## config.mk

```make
export PLATFORM = sky130hd
export DESIGN_NAME = playfair_digraph_cipher
export DESIGN_NICKNAME = d
export VERILOG_FILES = /design/src/pfc_pkg.sv /design/src/pfc_lane.sv /design/src/pfc_merge.sv /design/src/playfair_digraph_cipher.sv
export SDC_FILE = /design/constraint.sdc
export NUM_CORES = 1
export LEC_CHECK = 0
export ABC_AREA = 1
export BUFFER_PORTS_ARGS = -buffer_cell sky130_fd_sc_hd__buf_2
export CORE_ASPECT_RATIO = 0.6
export CORE_MARGIN = 4
export CORE_UTILIZATION = 53
export CTS_BUF_LIST = sky130_fd_sc_hd__clkbuf_8
export DETAILED_ROUTE_END_ITERATION = 10
export GPL_ROUTABILITY_DRIVEN = 1
export PLACE_DENSITY = 0.77
export SLEW_MARGIN = 10
export SYNTH_ARGS = -nofsm -noshare
export SYNTH_HDL_FRONTEND = slang
export SYNTH_SLANG_ARGS = --single-unit
export TNS_END_PERCENT = 1
```

## constraint.sdc

```tcl
create_clock -name clk -period 3.55 [get_ports clk]
set_clock_uncertainty 0.1 [all_clocks]
set_input_delay 0.1775 -clock clk [delete_from_list [all_inputs] [get_ports clk]]
set_output_delay 0.1775 -clock clk [all_outputs]
set_load 0.01 [all_outputs]
```

## src/pfc_pkg.sv

```systemverilog
// Shared types and constants for the Playfair digraph cipher.
`timescale 1ns / 1ps
package pfc_pkg;

  localparam int SIDE      = 5;
  localparam int LETTER_W  = 5;
  localparam int ROW_W     = SIDE * LETTER_W;
  localparam int IDX_W     = 3;
  localparam int CFG_IDX_W = 3;
  localparam int TDATA_W   = 16;

  typedef logic [LETTER_W-1:0] letter_t;
  typedef logic [ROW_W-1:0]    key_row_t;
  typedef logic [IDX_W-1:0]    idx_t;

  typedef struct packed {
    logic hit_a;
    idx_t col_a;
    logic hit_b;
    idx_t col_b;
  } lane_hit_t;

  localparam logic CMD_ENCRYPT = 1'b0;
  localparam logic CMD_DECRYPT = 1'b1;

  localparam key_row_t KEY_RESET [SIDE] = '{
    25'd4294688, 25'd10755269, 25'd16201099, 25'd21613104, 25'd27025109
  };

endpackage

```

## src/pfc_lane.sv

```systemverilog
// One square row: finds the first column holding each letter of the pair.
`timescale 1ns / 1ps
module pfc_lane (
  input  pfc_pkg::key_row_t  row,
  input  pfc_pkg::letter_t   letter_a,
  input  pfc_pkg::letter_t   letter_b,
  output pfc_pkg::lane_hit_t hit
);

  always_comb begin
    hit = '0;
    for (int c = pfc_pkg::SIDE - 1; c >= 0; c--) begin
      if (row[c*pfc_pkg::LETTER_W +: pfc_pkg::LETTER_W] == letter_a) begin
        hit.hit_a = 1'b1;
        hit.col_a = pfc_pkg::idx_t'(c);
      end
      if (row[c*pfc_pkg::LETTER_W +: pfc_pkg::LETTER_W] == letter_b) begin
        hit.hit_b = 1'b1;
        hit.col_b = pfc_pkg::idx_t'(c);
      end
    end
  end

endmodule

```

## src/pfc_merge.sv

```systemverilog
// Merges the row lanes: picks first positions and applies the digraph rules.
`timescale 1ns / 1ps
module pfc_merge (
  input  pfc_pkg::lane_hit_t hits     [pfc_pkg::SIDE],
  input  pfc_pkg::key_row_t  key_rows [pfc_pkg::SIDE],
  input  logic               cmd,
  output pfc_pkg::letter_t   out_first,
  output pfc_pkg::letter_t   out_second,
  output logic               not_found
);

  function automatic pfc_pkg::idx_t idx_step(pfc_pkg::idx_t v, logic dec);
    pfc_pkg::idx_t r;
    if (dec == pfc_pkg::CMD_DECRYPT) begin
      r = (v == '0) ? pfc_pkg::idx_t'(pfc_pkg::SIDE - 1) : v - pfc_pkg::idx_t'(1);
    end else begin
      r = (v == pfc_pkg::idx_t'(pfc_pkg::SIDE - 1)) ? '0 : v + pfc_pkg::idx_t'(1);
    end
    return r;
  endfunction

  pfc_pkg::idx_t r1, c1, r2, c2;
  pfc_pkg::idx_t or1, oc1, or2, oc2;
  logic          found_a, found_b;

  always_comb begin
    r1 = '0; c1 = '0; r2 = '0; c2 = '0;
    found_a = 1'b0;
    found_b = 1'b0;
    for (int r = pfc_pkg::SIDE - 1; r >= 0; r--) begin
      if (hits[r].hit_a) begin
        found_a = 1'b1;
        r1 = pfc_pkg::idx_t'(r);
        c1 = hits[r].col_a;
      end
      if (hits[r].hit_b) begin
        found_b = 1'b1;
        r2 = pfc_pkg::idx_t'(r);
        c2 = hits[r].col_b;
      end
    end

    if (r1 == r2) begin
      or1 = r1; oc1 = idx_step(c1, cmd);
      or2 = r2; oc2 = idx_step(c2, cmd);
    end else if (c1 == c2) begin
      or1 = idx_step(r1, cmd); oc1 = c1;
      or2 = idx_step(r2, cmd); oc2 = c2;
    end else begin
      or1 = r1; oc1 = c2;
      or2 = r2; oc2 = c1;
    end

    not_found = !(found_a && found_b);
    if (not_found) begin
      out_first  = '0;
      out_second = '0;
    end else begin
      out_first  = key_rows[or1][oc1*pfc_pkg::LETTER_W +: pfc_pkg::LETTER_W];
      out_second = key_rows[or2][oc2*pfc_pkg::LETTER_W +: pfc_pkg::LETTER_W];
    end
  end

endmodule

```

## src/playfair_digraph_cipher.sv

```systemverilog
// Top level of the Playfair digraph cipher: key square, lanes, pipeline, ports.
`timescale 1ns / 1ps
// Takes one letter pair per cycle while s_tready is high and returns it transformed, via the
// lane hit register and the output register. Five row lanes compare both letters against
// their row combinationally; a merge stage then picks the first match in row-major order and
// applies the same-row, same-column or rectangle rule into the output register. The user
// writes key rows via the config port (index 0..4) only with no word in flight; not enforced.
module playfair_digraph_cipher (
  input  logic                            clk,
  input  logic                            rst,
  input  logic                            s_tvalid,
  output logic                            s_tready,
  input  logic [pfc_pkg::TDATA_W-1:0]     s_tdata,   // first_letter[4:0], second_letter[9:5]
  input  logic                            s_tuser,   // cmd
  output logic                            m_tvalid,
  input  logic                            m_tready,
  output logic [pfc_pkg::TDATA_W-1:0]     m_tdata,   // out_first[4:0], out_second[9:5]
  output logic                            m_tuser,   // not_found
  input  logic                            cfg_valid,
  output logic                            cfg_ready,
  input  logic [pfc_pkg::CFG_IDX_W-1:0]   cfg_index,
  input  pfc_pkg::key_row_t               cfg_data
);

  pfc_pkg::key_row_t  key_row [pfc_pkg::SIDE];
  pfc_pkg::lane_hit_t lane_hit [pfc_pkg::SIDE];
  pfc_pkg::lane_hit_t s1_hit [pfc_pkg::SIDE];
  logic               s1_valid;
  logic               s1_cmd;
  pfc_pkg::letter_t   mrg_first, mrg_second;
  logic               mrg_not_found;
  pfc_pkg::letter_t   in_a, in_b;
  logic               out_free;

  assign in_a      = s_tdata[pfc_pkg::LETTER_W-1:0];
  assign in_b      = s_tdata[2*pfc_pkg::LETTER_W-1:pfc_pkg::LETTER_W];
  assign cfg_ready = 1'b1;
  assign out_free  = !m_tvalid || m_tready;
  assign s_tready  = !s1_valid || out_free;

  always_ff @(posedge clk) begin
    if (rst) begin
      for (int r = 0; r < pfc_pkg::SIDE; r++) key_row[r] <= pfc_pkg::KEY_RESET[r];
    end else if (cfg_valid && cfg_index < pfc_pkg::CFG_IDX_W'(pfc_pkg::SIDE)) begin
      key_row[cfg_index] <= cfg_data;
    end
  end

  for (genvar g = 0; g < pfc_pkg::SIDE; g++) begin : g_lane
    pfc_lane u_lane (
      .row      (key_row[g]),
      .letter_a (in_a),
      .letter_b (in_b),
      .hit      (lane_hit[g])
    );
  end

  always_ff @(posedge clk) begin
    if (rst) begin
      s1_valid <= 1'b0;
    end else if (s_tready) begin
      s1_valid <= s_tvalid;
    end
    if (s_tready && s_tvalid) begin
      s1_cmd <= s_tuser;
      s1_hit <= lane_hit;
    end
  end

  pfc_merge u_merge (
    .hits       (s1_hit),
    .key_rows   (key_row),
    .cmd        (s1_cmd),
    .out_first  (mrg_first),
    .out_second (mrg_second),
    .not_found  (mrg_not_found)
  );

  always_ff @(posedge clk) begin
    if (rst) begin
      m_tvalid <= 1'b0;
    end else if (out_free) begin
      m_tvalid <= s1_valid;
    end
    if (out_free && s1_valid) begin
      m_tdata <= {(pfc_pkg::TDATA_W - 2*pfc_pkg::LETTER_W)'(0), mrg_second, mrg_first};
      m_tuser <= mrg_not_found;
    end
  end

  a_not_found_zero: assert property (@(posedge clk) disable iff (rst)
    (m_tvalid && m_tuser) |-> (m_tdata[2*pfc_pkg::LETTER_W-1:0] == '0))
    else $error("not_found word carries nonzero letters");

  a_stall_blocks_input: assert property (@(posedge clk) disable iff (rst)
    (s1_valid && m_tvalid && !m_tready) |-> !s_tready)
    else $error("input accepted while pipeline is full");

  a_accept_fills_s1: assert property (@(posedge clk) disable iff (rst)
    (s_tvalid && s_tready) |=> s1_valid)
    else $error("accepted word lost before merge stage");

  a_s1_moves_out: assert property (@(posedge clk) disable iff (rst)
    (s1_valid && out_free) |=> m_tvalid)
    else $error("merge result not registered");

endmodule
```

==> results.cfg <==
[outcome]
status = finished clean

[sta]
slew-limit-headroom_pct = 25.1
drv_slew = 0
min_period_over_period_pct = 97.6
min_period_ns = 3.46
hold_ws_ns = 0.157
timing.setup.tns_ns = 0
worst_pin_slew_ns = 1.12
fmax_mhz = 289
setup_violations = 0
finalHoldViolCount = 0

[yosys]
synthAdderAreaFrac_pct = 1.35
ys_warn_count = 0
synth.distinct_cells = 53
synthArstFlopShare_pct = 0
synthXorXnorAreaFrac_pct = 6.26
synth_compound_area_share_pct = 19.9
synthMuxAreaShare_pct = 0
syn_area_um2 = 13000
seq_area_frac_synth_pct = 31.6
synthSimpleGateAreaFrac_pct = 30.7
synthCells = 1903
synth_top_family_by_area = simple AND/OR/NAND/NOR gates
yosys_register_bits = 179
synthFlopType = dfxtp_1
avgSynthCellArea_um2 = 6.82
synth_edf_count = 52

[grt]
grt_overflow_total = 0
grt_pass1_wl_um = 88000
track_usage_pct = 43.6
antenna_found_initial = 1
grt_pass1_vias = 13670
grt_max_degree = 72

[clock_tree]
cts_buffers = 17
cts.sinks = 179
cts_max_level = 4
clockBufferDepth = 2
cts_tree = yes
root_buffer = clkbuf_8
clk_latency_ns = 0.53
clk_pin_slew_ns = 0.12

[cells_and_area]
nNetsFinal = 2042
nFillCells = 2197
area_delta_synth_final_pct = 14.2
n_antenna_cell = 0
layout_common_cells = 365 x nand2_1, 291 x nand3_1, 175 x inv_1
fin_util_pct = 61.4
final_common_cell = nand2_1
drive_gt1_share_pct = 12.6

[critical_path]
crit_end = m_tdata[8]
worstSetupPathType = reg2reg
r2r_cells = 19
critPathArrivalTime_ns = 3.71
r2r_setup_slack_ns = 0.09
timing.rr.end = m_tdata[8]
rr_startpoint = s1_hit[19]
crit_path_top_delay_cell = edfxtp_1
path_cells = buf_4, nor2_4, nand2_1, nand3_1, nand2_1, nand2_1, nor2_1, nor2_4, nand2_4, nand2_2, nand2_8, buf_12, nand2_1, nand3_2, nand3_1, nand3_1, nand2_1, nand3_1, a21oi_2
critPathMaxStageDelay_ns = 0.46
cp_max_fo = 16
critPathLaunchType = flip-flop
cp.required_ns = 3.80
cp-end-kind = flip-flop
crit_top_cell = nand2_1
crit_start = s1_hit[19]

[hold_path]
holdPathStages = 5
hold_path.class = in2reg

[route]
drc = 0
ant_nets = 0
vias_per_cell = 6.65
drt_iter0_markers = 3205
dr.pass1.iters = 7
vias = 15388
detail_route.wl_per_cell_um = 26.4
wl_um = 61100

[placed_design]
dp_hpwl_um = 43900
portBuffers = 56
routabilityCongestion = 1.09

[floorplanning]
start_util_pct = 53.7
fp.coreArea_um2 = 24200
pin_count = 70
placementRows = 44
die_y_um = 129
die-area_um2 = 27200
chipWidth_um = 210

[job]
maxCapViolations = 0

[power_and_ir_drop]
p_leak_nw = 6.38
power_mw = 7.49
peakVddDrop_mv = 0.461
powerDensity_nw_per_um2 = 505
[cells in the mapped netlist, drive strengths merged (2+ instances only)]
| library cell | n | area share (%) |
|---|---|---|
| ha | 14 | 1.3 |
| nor3b | 3 | 0.17 |
| conb | 2 | 0.058 |
| or2 | 2 | 0.096 |
| clkbuf | 82 | 2.4 |
| a21oi | 112 | 4.3 |
| o22ai | 98 | 4.7 |
| o211ai | 66 | 3.8 |
| clkinv | 5 | 0.14 |
| edfxtp | 52 | 12 |
| nor4 | 25 | 1.2 |
| o21ai | 91 | 3.6 |
| a221o | 2 | 0.15 |
| xor2 | 25 | 1.7 |
| dfxtp | 127 | 20 |
| a221oi | 3 | 0.20 |
| buf | 52 | 2.1 |
| and3 | 3 | 0.14 |
| or4 | 7 | 0.40 |
| nand2 | 382 | 12 |
| nor3 | 23 | 0.89 |
| nand4 | 5 | 0.24 |
| a211oi | 5 | 0.29 |
| a2111o | 2 | 0.17 |
| o221ai | 25 | 1.7 |
| xnor2 | 67 | 4.6 |
| nand3 | 301 | 12 |
| inv | 189 | 5.5 |
| nand3b | 6 | 0.35 |
| o2111ai | 2 | 0.13 |
| nor2 | 110 | 3.7 |
| o31ai | 10 | 0.58 |
[cells by family (layout without fill, tap and decap cells)]
family / Yosys count / in the layout
xor gates and xnor gates: 92 / 92
DFF: 179 / 179
AOI/OAI and AO/OA: 419 / 419
buffers and inverters: 328 / 411
other: 2 / 7
adders and majority gates: 14 / 14
and+or+nand+nor: 869 / 869
[worst max-delay path, delay by kind of cell, from the launching register on]
family	cells	cell delay (ns)
AO/OA/AOI/OAI	1	0.27
flip-flops	1	0.46
AND/OR/NAND/NOR	16	2.06
buffers and inverters	2	0.39
[layout make-up]
| class | instances | area, um^2 | area share, % |
|---|---|---|---|
| Clock buffer | 19 | 262 | 1.76 |
| Timing Repair Buffer | 185 | 1440 | 9.69 |
| Tap cell | 322 | 403 | 2.72 |
| Multi-Input combinational cell | 1401 | 7700 | 51.9 |
| Sequential cell | 179 | 4100 | 27.7 |
| Inverter | 194 | 729 | 4.92 |
| Clock inverter | 13 | 194 | 1.31 |
[worst min-delay path by stage]
stage,startpoint,end,slack (ns)
2_1_floorplan,rst,m_tvalid,0.15
3_3_place_gp,s_tuser,s1_cmd,0.26
3_5_place_dp,s_tuser,s1_cmd,0.26
4_1_cts,cfg_index[1],key_row[19],0.12
5_1_grt,cfg_index[1],key_row[6],0.17
6_report,cfg_index[1],key_row[19],0.16
[power breakdown]
part	switching (mW)	total [mW]	internal, mW
Combinational	2.38	3.47	1.09
Sequential	0.103	2.34	2.24
Clock	0.860	1.68	0.815
Total	3.34	7.49	4.14
[through the flow]
stage	instance area, um^2	instances	setup WS (ns)
6_report	14800	2313	0.0862
5_1_grt	14800	2313	-0.0399
4_1_cts	14700	2310	0.0798
3_5_place_dp	13900	2248	0.113
3_3_place_gp	13900	2248	0.187
2_1_floorplan	13000	1908	0.546
[registers in the layout, summed over array words and instances (netlist names)]
register / cells
s1_valid: 1
m_tdata: 10
s1_hit: 40
m_tvalid: 1
key_row: 125
m_tuser: 1
s1_cmd: 1
[layer usage]
layer  track usage, %  up-vias  share of wire (%)
met5             1.03        -              0.033
met4             18.0        2                4.2
met3             20.4      209                 19
met2             56.8     1390                 37
met1             61.4     7046                 40
li1                 -     6741                  -
[repair_timing]
action	CTS	global route
setup endpoints to repair	0	9
gates resized for setup	0	24
hold endpoints to repair	127	0
hold buffers	30	0
buffers inserted	0	2
(Power assumes the default switching activity.)
